## src/rtl/pmfp_pkg.sv

```systemverilog
`default_nettype none
package pmfp_pkg;

  localparam int BYTE_W = 8;
  localparam int COEF_W = 24;
  localparam int VAL_W  = 32;
  localparam int FRAC_W = 16;
  localparam int DVD_W  = COEF_W + FRAC_W;
  localparam int QCNT_W = $clog2(DVD_W + 1);

  localparam logic [BYTE_W-1:0] HDR_FIRST  = 8'h55;
  localparam logic [BYTE_W-1:0] HDR_SECOND = 8'h5A;

  localparam int DATA_BYTES = 21;
  localparam int CNT_W      = 5;
  localparam logic [CNT_W-1:0] CKSUM_POS = CNT_W'(DATA_BYTES);

  // byte offsets inside the data part of a frame
  localparam int OFS_VCOEF = 0;
  localparam int OFS_VCYC  = 3;
  localparam int OFS_ICOEF = 6;
  localparam int OFS_ICYC  = 9;
  localparam int OFS_PCOEF = 12;
  localparam int OFS_PCYC  = 15;
  localparam int OFS_ADJ   = 18;
  localparam int OFS_PULSE = 19;

  // adjust byte flags
  localparam int ADJ_V_BIT = 6;
  localparam int ADJ_I_BIT = 5;
  localparam int ADJ_P_BIT = 4;

  localparam logic [VAL_W-1:0] LIMIT_RESET   = 32'd950272;
  localparam logic [VAL_W-1:0] VOLTAGE_RESET = 32'd7864320;

  // channel index into the pending / updated masks
  localparam int NCH = 3;
  localparam logic [1:0] SEL_V = 2'd0;
  localparam logic [1:0] SEL_I = 2'd1;
  localparam logic [1:0] SEL_P = 2'd2;

  typedef struct packed {
    logic              start;
    logic [COEF_W-1:0] coef;
    logic [COEF_W-1:0] cycle;
  } div_req_t;

  typedef struct packed {
    logic             done;
    logic [VAL_W-1:0] quot;
  } div_rsp_t;

endpackage
`default_nettype wire

```

## src/rtl/pmfp_if.sv

```systemverilog
`default_nettype none
interface pmfp_byte_if;
  import pmfp_pkg::*;
  logic              valid;
  logic              ready;
  logic [BYTE_W-1:0] rx_byte;

  modport source (output valid, output rx_byte, input ready);
  modport sink (input valid, input rx_byte, output ready);
endinterface

interface pmfp_result_if;
  import pmfp_pkg::*;
  logic             valid;
  logic             ready;
  logic             frame_ok;
  logic [VAL_W-1:0] voltage;
  logic [VAL_W-1:0] current;
  logic [VAL_W-1:0] power;
  logic             voltage_updated;
  logic             current_updated;
  logic             power_updated;
  logic             overcurrent_trip;

  modport source (
    output valid, output frame_ok, output voltage, output current, output power,
    output voltage_updated, output current_updated, output power_updated,
    output overcurrent_trip, input ready
  );
  modport sink (
    input valid, input frame_ok, input voltage, input current, input power,
    input voltage_updated, input current_updated, input power_updated,
    input overcurrent_trip, output ready
  );
endinterface
`default_nettype wire

```

## src/rtl/pmfp_div.sv

```systemverilog
`default_nettype none
module pmfp_div (
  input  wire logic               clk,
  input  wire logic               rst,
  input  wire pmfp_pkg::div_req_t req,
  output pmfp_pkg::div_rsp_t      rsp
);
  import pmfp_pkg::*;

  logic              busy;
  logic              done;
  logic [QCNT_W-1:0] cnt;
  logic [COEF_W-1:0] rem;
  logic [DVD_W-1:0]  dq;
  logic [COEF_W-1:0] dvs;

  logic [COEF_W:0] trial;
  logic [COEF_W:0] diff;
  logic            fits;

  // restoring division, one quotient bit a cycle, quotient bits shift in behind the dividend
  assign trial = {rem, dq[DVD_W-1]};
  assign diff  = trial - {1'b0, dvs};
  assign fits  = (trial >= {1'b0, dvs});

  always_ff @(posedge clk) begin
    if (rst) begin
      busy <= 1'b0;
      done <= 1'b0;
      cnt  <= '0;
    end else begin
      done <= 1'b0;
      if (req.start) begin
        busy <= 1'b1;
        cnt  <= QCNT_W'(DVD_W);
      end else if (busy) begin
        cnt <= cnt - QCNT_W'(1);
        if (cnt == QCNT_W'(1)) begin
          busy <= 1'b0;
          done <= 1'b1;
        end
      end
    end
  end

  always_ff @(posedge clk) begin
    if (req.start) begin
      rem <= '0;
      dq  <= {req.coef, {FRAC_W{1'b0}}};
      dvs <= req.cycle;
    end else if (busy) begin
      rem <= fits ? diff[COEF_W-1:0] : trial[COEF_W-1:0];
      dq  <= {dq[DVD_W-2:0], fits};
    end
  end

  // a zero divisor gives all ones, so it saturates along with any overflow
  assign rsp.done = done;
  assign rsp.quot = (|dq[DVD_W-1:VAL_W]) ? {VAL_W{1'b1}} : dq[VAL_W-1:0];

endmodule
`default_nettype wire

```

## src/rtl/power_meter_frame_parser.sv

```systemverilog
`default_nettype none
// a rejected frame gives its result the cycle after the checksum byte is taken;
//   a good frame gives it after one quotient for each adjust bit set (0..3)
// throughput: one byte per cycle, the checksum byte waiting on an untaken result; none
//   while the quotients run on the one shared bit-serial divider (40 quotient bits)
// reset (synchronous, active high): parser back to the header hunt, limit to 14.5 A,
//   voltage to 120 V, current, power, coefficients and pulse count to zero
module power_meter_frame_parser (
  input  wire logic                    clk,
  input  wire logic                    rst,
  pmfp_byte_if.sink                    rx,
  pmfp_result_if.source                res,
  input  wire logic                    cfg_we,
  input  wire logic [pmfp_pkg::VAL_W-1:0] cfg_wdata
);
  import pmfp_pkg::*;

  // top control: collecting bytes, or running the divisions of a good frame
  typedef enum logic [1:0] {
    ST_RECV = 2'b01,
    ST_DIV  = 2'b10
  } state_t;

  // header hunt and frame body
  typedef enum logic [2:0] {
    PH_HUNT   = 3'b001,
    PH_SECOND = 3'b010,
    PH_BODY   = 3'b100
  } phase_t;

  state_t            state;
  phase_t            phase;
  logic [CNT_W-1:0]  byte_count;
  logic [BYTE_W-1:0] frame [DATA_BYTES];
  logic [BYTE_W-1:0] sum;

  logic [15:0]       last_pulse;
  logic [COEF_W-1:0] vcoef;
  logic [COEF_W-1:0] icoef;
  logic [COEF_W-1:0] pcoef;
  logic [VAL_W-1:0]  vval;
  logic [VAL_W-1:0]  ival;
  logic [VAL_W-1:0]  pval;
  logic [VAL_W-1:0]  limit;

  logic [NCH-1:0]    pend;
  logic [NCH-1:0]    upd;
  logic              trip;
  logic              div_run;
  logic [1:0]        cur;

  // result register, parts the divider side from the consumer
  logic              out_valid;
  logic              out_ok;
  logic [VAL_W-1:0]  out_v;
  logic [VAL_W-1:0]  out_i;
  logic [VAL_W-1:0]  out_p;
  logic [NCH-1:0]    out_upd;
  logic              out_trip;

  logic              rx_fire;
  logic              cksum_byte;
  logic              frame_good;
  logic [15:0]       pulse;
  logic [1:0]        pick;
  logic              load_out;

  div_req_t          dv_req;
  div_rsp_t          dv_rsp;

  // the checksum byte waits while an earlier result has not been taken yet
  assign cksum_byte = (phase == PH_BODY) && (byte_count == CKSUM_POS);
  assign rx.ready   = (state == ST_RECV) && !(out_valid && cksum_byte);
  assign rx_fire    = rx.valid && rx.ready;

  assign frame_good = (sum == rx.rx_byte);
  assign pulse      = {frame[OFS_PULSE], frame[OFS_PULSE+1]};

  // voltage goes to the divider first, then power, then current
  always_comb begin
    if (pend[SEL_V]) begin
      pick = SEL_V;
    end else if (pend[SEL_P]) begin
      pick = SEL_P;
    end else begin
      pick = SEL_I;
    end
  end

  always_comb begin
    dv_req.start = (state == ST_DIV) && !div_run && (|pend);
    unique case (pick)
      SEL_V: begin
        dv_req.coef  = vcoef;
        dv_req.cycle = {frame[OFS_VCYC], frame[OFS_VCYC+1], frame[OFS_VCYC+2]};
      end
      SEL_P: begin
        dv_req.coef  = pcoef;
        dv_req.cycle = {frame[OFS_PCYC], frame[OFS_PCYC+1], frame[OFS_PCYC+2]};
      end
      default: begin
        dv_req.coef  = icoef;
        dv_req.cycle = {frame[OFS_ICYC], frame[OFS_ICYC+1], frame[OFS_ICYC+2]};
      end
    endcase
  end

  pmfp_div u_div (
    .clk (clk),
    .rst (rst),
    .req (dv_req),
    .rsp (dv_rsp)
  );

  assign load_out = (state == ST_DIV) && !div_run && (pend == '0);

  // data bytes shift through the frame line, oldest ends at the low end
  always_ff @(posedge clk) begin
    if (rx_fire && (phase == PH_SECOND)) begin
      sum <= '0;
    end else if (rx_fire && (phase == PH_BODY) && !cksum_byte) begin
      sum <= sum + rx.rx_byte;
      for (int k = 0; k < DATA_BYTES - 1; k++) begin
        frame[k] <= frame[k+1];
      end
      frame[DATA_BYTES-1] <= rx.rx_byte;
    end
  end

  always_ff @(posedge clk) begin
    if (rst) begin
      state      <= ST_RECV;
      phase      <= PH_HUNT;
      byte_count <= '0;
      last_pulse <= '0;
      vcoef      <= '0;
      icoef      <= '0;
      pcoef      <= '0;
      vval       <= VOLTAGE_RESET;
      ival       <= '0;
      pval       <= '0;
      limit      <= LIMIT_RESET;
      pend       <= '0;
      upd        <= '0;
      trip       <= 1'b0;
      div_run    <= 1'b0;
      cur        <= SEL_V;
      out_valid  <= 1'b0;
    end else begin
      if (cfg_we) begin
        limit <= cfg_wdata;
      end

      // result transfer
      if (out_valid && res.ready) begin
        out_valid <= 1'b0;
      end

      if (rx_fire) begin
        unique case (phase)
          PH_HUNT: begin
            if (rx.rx_byte == HDR_FIRST) begin
              phase <= PH_SECOND;
            end
          end
          PH_SECOND: begin
            if (rx.rx_byte == HDR_SECOND) begin
              phase      <= PH_BODY;
              byte_count <= '0;
            end else if (rx.rx_byte != HDR_FIRST) begin
              phase <= PH_HUNT;
            end
          end
          PH_BODY: begin
            if (cksum_byte) begin
              phase      <= PH_HUNT;
              byte_count <= '0;
              if (frame_good) begin
                // a new pulse count brings fresh coefficients
                if (pulse != last_pulse) begin
                  last_pulse <= pulse;
                  vcoef <= {frame[OFS_VCOEF], frame[OFS_VCOEF+1], frame[OFS_VCOEF+2]};
                  icoef <= {frame[OFS_ICOEF], frame[OFS_ICOEF+1], frame[OFS_ICOEF+2]};
                  pcoef <= {frame[OFS_PCOEF], frame[OFS_PCOEF+1], frame[OFS_PCOEF+2]};
                end
                pend[SEL_V] <= frame[OFS_ADJ][ADJ_V_BIT];
                pend[SEL_I] <= frame[OFS_ADJ][ADJ_I_BIT];
                pend[SEL_P] <= frame[OFS_ADJ][ADJ_P_BIT];
                upd[SEL_V]  <= frame[OFS_ADJ][ADJ_V_BIT];
                upd[SEL_I]  <= frame[OFS_ADJ][ADJ_I_BIT];
                upd[SEL_P]  <= frame[OFS_ADJ][ADJ_P_BIT];
                trip        <= 1'b0;
                state       <= ST_DIV;
              end else begin
                // rejected frame: held values, no flags
                out_valid <= 1'b1;
                out_ok    <= 1'b0;
                out_v     <= vval;
                out_i     <= ival;
                out_p     <= pval;
                out_upd   <= '0;
                out_trip  <= 1'b0;
              end
            end else begin
              byte_count <= byte_count + CNT_W'(1);
            end
          end
          default: begin
            phase <= PH_HUNT;
          end
        endcase
      end

      if (state == ST_DIV) begin
        if (div_run) begin
          if (dv_rsp.done) begin
            div_run   <= 1'b0;
            pend[cur] <= 1'b0;
            unique case (cur)
              SEL_V: vval <= dv_rsp.quot;
              SEL_P: pval <= dv_rsp.quot;
              default: begin
                ival <= dv_rsp.quot;
                trip <= (dv_rsp.quot > limit);
              end
            endcase
          end
        end else if (load_out) begin
          out_valid <= 1'b1;
          out_ok    <= 1'b1;
          out_v     <= vval;
          out_i     <= ival;
          out_p     <= pval;
          out_upd   <= upd;
          out_trip  <= trip;
          state     <= ST_RECV;
        end else begin
          div_run <= 1'b1;
          cur     <= pick;
        end
      end
    end
  end

  assign res.valid            = out_valid;
  assign res.frame_ok         = out_ok;
  assign res.voltage          = out_v;
  assign res.current          = out_i;
  assign res.power            = out_p;
  assign res.voltage_updated  = out_upd[SEL_V];
  assign res.current_updated  = out_upd[SEL_I];
  assign res.power_updated    = out_upd[SEL_P];
  assign res.overcurrent_trip = out_trip;

  // trip only ever comes with a fresh current
  a_trip_needs_current: assert property (@(posedge clk) disable iff (rst)
    res.valid && res.overcurrent_trip |-> res.current_updated)
    else $error("trip without current update");

  // a rejected frame carries no update flags
  a_bad_frame_quiet: assert property (@(posedge clk) disable iff (rst)
    res.valid && !res.frame_ok |->
      !(res.voltage_updated || res.current_updated || res.power_updated))
    else $error("update flag on rejected frame");

  // quotients only come back for a division this block started
  a_div_done_owned: assert property (@(posedge clk) disable iff (rst)
    dv_rsp.done |-> (state == ST_DIV) && div_run)
    else $error("stray divider completion");

  // no byte is taken while the divider owns the frame line
  a_no_rx_in_div: assert property (@(posedge clk) disable iff (rst)
    state == ST_DIV |-> !rx_fire)
    else $error("byte taken during division");

endmodule
`default_nettype wire

```

## src/flat_wrapper.sv

```systemverilog
// flat-port wrapper written by rule: the top's interface ports become plain ports
module power_meter_frame_parser_flat import pmfp_pkg::*;
  (clk, rst, cfg_we, cfg_wdata, rx_valid, rx_rx_byte, rx_ready, res_valid, res_frame_ok, res_voltage, res_current, res_power, res_voltage_updated, res_current_updated, res_power_updated, res_overcurrent_trip, res_ready);
  pmfp_byte_if rx_i ();
  pmfp_result_if res_i ();
  input  wire logic clk;
  input  wire logic rst;
  input  wire logic cfg_we;
  input  wire logic [pmfp_pkg::VAL_W-1:0] cfg_wdata;
  input wire logic [$bits(rx_i.valid)-1:0] rx_valid;
  input wire logic [$bits(rx_i.rx_byte)-1:0] rx_rx_byte;
  output wire logic [$bits(rx_i.ready)-1:0] rx_ready;
  output wire logic [$bits(res_i.valid)-1:0] res_valid;
  output wire logic [$bits(res_i.frame_ok)-1:0] res_frame_ok;
  output wire logic [$bits(res_i.voltage)-1:0] res_voltage;
  output wire logic [$bits(res_i.current)-1:0] res_current;
  output wire logic [$bits(res_i.power)-1:0] res_power;
  output wire logic [$bits(res_i.voltage_updated)-1:0] res_voltage_updated;
  output wire logic [$bits(res_i.current_updated)-1:0] res_current_updated;
  output wire logic [$bits(res_i.power_updated)-1:0] res_power_updated;
  output wire logic [$bits(res_i.overcurrent_trip)-1:0] res_overcurrent_trip;
  input wire logic [$bits(res_i.ready)-1:0] res_ready;
  assign rx_i.valid = rx_valid;
  assign rx_i.rx_byte = rx_rx_byte;
  assign rx_ready = rx_i.ready;
  assign res_valid = res_i.valid;
  assign res_frame_ok = res_i.frame_ok;
  assign res_voltage = res_i.voltage;
  assign res_current = res_i.current;
  assign res_power = res_i.power;
  assign res_voltage_updated = res_i.voltage_updated;
  assign res_current_updated = res_i.current_updated;
  assign res_power_updated = res_i.power_updated;
  assign res_overcurrent_trip = res_i.overcurrent_trip;
  assign res_i.ready = res_ready;
  power_meter_frame_parser u_core (.clk(clk), .rst(rst), .rx(rx_i), .res(res_i), .cfg_we(cfg_we), .cfg_wdata(cfg_wdata));
endmodule
```

## config.mk

```make
export PLATFORM = sky130hd
export DESIGN_NAME = power_meter_frame_parser_flat
export DESIGN_NICKNAME = d
export VERILOG_FILES = /design/src/rtl/pmfp_pkg.sv /design/src/rtl/pmfp_if.sv /design/src/rtl/pmfp_div.sv /design/src/rtl/power_meter_frame_parser.sv /design/src/flat_wrapper.sv
export SDC_FILE = /design/constraint.sdc
export NUM_CORES = 1
export LEC_CHECK = 0
export BUFFER_PORTS_ARGS = -buffer_cell sky130_fd_sc_hd__clkbuf_2
export CORE_ASPECT_RATIO = 0.9
export CORE_MARGIN = 2
export CORE_UTILIZATION = 45
export CTS_CLUSTER_DIAMETER = 30
export CTS_CLUSTER_SIZE = 12
export DETAILED_ROUTE_END_ITERATION = 8
export MAX_ROUTING_LAYER = met4
export REMOVE_ABC_BUFFERS = 1
export SYNTH_ARGS = -nofsm -noshare
export SYNTH_HDL_FRONTEND = slang
export SYNTH_SLANG_ARGS = --single-unit
export TNS_END_PERCENT = 1
```

## constraint.sdc

```tcl
create_clock -name clk -period 10.9 [get_ports clk]
set_clock_uncertainty 0.1 [all_clocks]
set_input_delay 2.725 -clock clk [delete_from_list [all_inputs] [get_ports clk]]
set_output_delay 2.725 -clock clk [all_outputs]
set_load 0.01 [all_outputs]
```

==> results.txt <==
----------------------------------------------------
[Synth]
  Most numerous cell in the Yosys netlist ... sky130_fd_sc_hd__nor2_1
  Share of synthesized area occupied by flip-flops and latches ... 60.6%
  Number of distinct standard cells referenced by the synthesized netlist ... 64
  Largest area contributor in the netlist ... sky130_fd_sc_hd__edfxtp_1
  Post-synth ARST share ... 0%
  Top cells by instance count after synthesis ... sky130_fd_sc_hd__nor2_1 (330), sky130_fd_sc_hd__edfxtp_1 (317), sky130_fd_sc_hd__dfxtp_1 (293)
  Top_reg_cell synth ... sky130_fd_sc_hd__edfxtp_1
  Synth Cell Area ... 0.0254 mm2
  Synth area leaders ... sky130_fd_sc_hd__edfxtp_1 (38%), sky130_fd_sc_hd__dfxtp_1 (23%), sky130_fd_sc_hd__mux2i_1 (7.7%)
  Mean instance size in the synthesized netlist ... 11.8 um2
  Count of flip-flops with a built-in enable after synthesis ... 317
  Number of warnings reported in the yosys synthesis log ... 0
  Number of synthesized register bits ... 610
  Gate count of the mapped netlist ... 2,152
  Area share of the largest cell type after synthesis ... 37.5%

[Worst setup path]
  CP max stage delay ... 850 ps
  Buffer and inverter count on the worst path ... 4
  Critical-path cell list ... clkbuf_2, ha_1, nor4_1, nand3_1, inv_1, nand3_1, nor2_4, buf_4, buf_4, mux2i_1, nor2_1
  Critical Path Sink Type ... register
  Critical Path Source Type ... primary input
  Maximum fanout encountered on the critical timing path ... 54
  Critical path required time ... 11,310 ps
  CP Data Arrival Time ... 6210 ps
  CP max-delay cell ... sky130_fd_sc_hd__buf_4
  Cell class contributing the biggest share of worst-path delay ... buffers and inverters
  Worst setup path class ... primary input to register

[Global route]
  Initial antenna violation count ... 0
  Number of global-route vias before repair ... 17,100
  Total track usage ... 21.0%
  Remaining global-route overflow ... 0
  First-pass GRT wire length ... 93,800 um
  Pin count of the biggest net entering global routing ... 179

[Clocking]
  Count of clock tree sinks ... 610
  TritonCTS clock tree ... yes
  Clock slew seen by the registers of the worst setup and hold paths ... 50 ps
  CTS resizes ... 0
  Worst-skew pair later-pin latency ... 660 ps
  Post-CTS setup-driven buffer insertion count ... 0
  Maximum count of clock buffers along a single path ... 3
  Count of hold buffers inserted by post-cts repair ... 0
  Clock tree root driver cell ... sky130_fd_sc_hd__clkbuf_16
  Number of buffers inserted during clock tree synthesis ... 114
  H-tree levels ... 3

[Cells and area]
  Final Instance Count excl. Fillers ... 3,170
  Antenna diode count ... 0
  Final net count ... 2,426
  Fraction of layout cells with a size suffix above 1 ... 19.8%
  Area delta synth->final ... 21.5%

[Route]
  Mean number of vias per cell ... 5.31
  Number of antenna-violating nets in the routed design ... 0
  Post-Route WL ... 58,600 um
  Detailed-route DRC error count ... 0
  DRC marker count from the first detailed-route iteration ... 1,024
  Vias ... 16,800
  Wire per inst ... 18.5 um
  Detailed Routing Iterations Pass 1 ... 5

[STA]
  Minimum clock period after layout ... 5800 ps
  Final Worst Setup Slack ... 5100 ps
  Share of the clock period used by the worst path after layout ... 53.2%
  Setup repair after global routing missed its margin ... false
  Maximum achievable frequency ... 0.172 GHz
  Number of endpoints with negative hold slack in the final report ... 0
  Measured slew at the worst slew-check pin ... 1090 ps
  Total setup violations reported at the end of the flow ... 0
  Slew Limit Fails ... 0
  Worst slew slack as a fraction of its limit ... 27.0%

[Floorplan]
  Placeable core region ... 0.0557 mm2
  Area of the die ... 0.0583 mm2
  Initial cell density of the core ... 45.5%
  Height of the chip ... 229 um
  Width of the die ... 254 um
  Boundary pin count ... 148
  Row count ... 82

[Place]
  Detailed-placement wirelength estimate ... 36,700 um
  Worst-case setup slack after placement ... 4460 ps
  Instance count after placement with tap cells included ... 2,952
  Port Buffers ... 147
  Routability congestion estimate from global placement ... 0.836

[Flow run]
  Number of maximum-capacitance constraint violations ... 0

[Run status]
  Result of the run ... completed

[Power]
  Cell Pwr Density ... 209 mW/mm2
  Leakage power total ... 11.3 nW
  Worst vdd rail ir drop ... 0.138 mV

[Worst hold path]
  Hold WC Path Type ... register to register

----------------------------------------------------
## power by group
group	internal (mW)	switching (mW)
sequential	2.45	0.0297
combinational	0.126	0.173
clock	2.44	1.23
## layout make-up
class	instances	area, um2
fillers	4656	24900
inverters	106	400
clock inverters	75	932
well taps	756	946
clock buffers	143	3190
flip-flops and latches	610	15400
repair buffers	165	890
multi-input cells	1315	9080
## metal layers
metal,up-vias,global-route usage [%],wire length [um]
met5,-,-,0
met3,115,4.41,2870
met1,8264,28.8,27800
met2,373,31.3,26500
li1,8071,-,-
met4,0,6.32,1390
## sequential cells by signal, indices dropped and copies added (netlist names), 5 cells and up
signal,cells
u_core.frame,168
u_core.u_div.dq,40
u_core.ival,32
u_core.limit,32
u_core.pval,32
u_core.res.current,32
u_core.res.power,32
u_core.res.voltage,32
u_core.vval,32
u_core.icoef,24
u_core.pcoef,24
u_core.u_div.dvs,24
u_core.u_div.rem,24
u_core.vcoef,24
u_core.last_pulse,16
u_core.sum,8
u_core.u_div.cnt,6
u_core.byte_count,5
## cell families (layout without fill, tap and decap cells)
group | Yosys count | after routing | synth area share, %
xor+xnor | 44 | 44 | 1.52
fa+ha+maj | 69 | 69 | 3.46
simple gates | 569 | 569 | 9.87
flops | 610 | 610 | 60.6
buf+inv | 227 | 489 | 3.65
compound gates | 341 | 341 | 8.84
mux | 292 | 292 | 12.0
## per-stage QoR
| stage | utilization (%) | total power [mW] | setup TNS [ps] | hold slack, ps | area [um2] |
|---|---|---|---|---|---|
| 2_1_floorplan | - | 2.72 | -41020 | 300 | 24800 |
| 3_3_place_gp | 47.9 | 2.82 | 0 | 311 | 26700 |
| 3_5_place_dp | 47.9 | 2.82 | 0 | 305 | 26700 |
| 4_1_cts | 55.3 | 6.51 | 0 | 315 | 30800 |
| 5_1_grt | 55.3 | 6.67 | 0 | 328 | 30800 |
| 6_report | 55.3 | 6.45 | 0 | 309 | 30800 |
## path summary, 6_finish.rpt
path,end,slack [ps],from,cells after the start
max,u_core.icoef[15],5100,rx_rx_byte[4],11
min,u_core.frame[17][2],310,u_core.frame[18][2],0
max reg2reg,u_core.res.power[5],6930,u_core.byte_count[0],9
min reg2reg,u_core.frame[17][2],310,u_core.frame[18][2],0
## cell usage in the layout (no fill, tap or decap), types with 19 or more instances in the layout
master and count:
sky130_fd_sc_hd__nand3_1 39, sky130_fd_sc_hd__inv_1 104, sky130_fd_sc_hd__edfxtp_1 317, sky130_fd_sc_hd__clkbuf_2 146
sky130_fd_sc_hd__dfxtp_1 290, sky130_fd_sc_hd__o21ai_0 81, sky130_fd_sc_hd__a21o_1 19, sky130_fd_sc_hd__a211oi_1 103
sky130_fd_sc_hd__a21oi_1 70, sky130_fd_sc_hd__mux2i_1 195, sky130_fd_sc_hd__nor2_1 329, sky130_fd_sc_hd__nand2_1 92
sky130_fd_sc_hd__o211ai_1 21, sky130_fd_sc_hd__mux2_2 93, sky130_fd_sc_hd__xnor2_1 34, sky130_fd_sc_hd__ha_1 67
sky130_fd_sc_hd__clkbuf_16 120
Note: power is estimated with default switching activity, not from simulation.
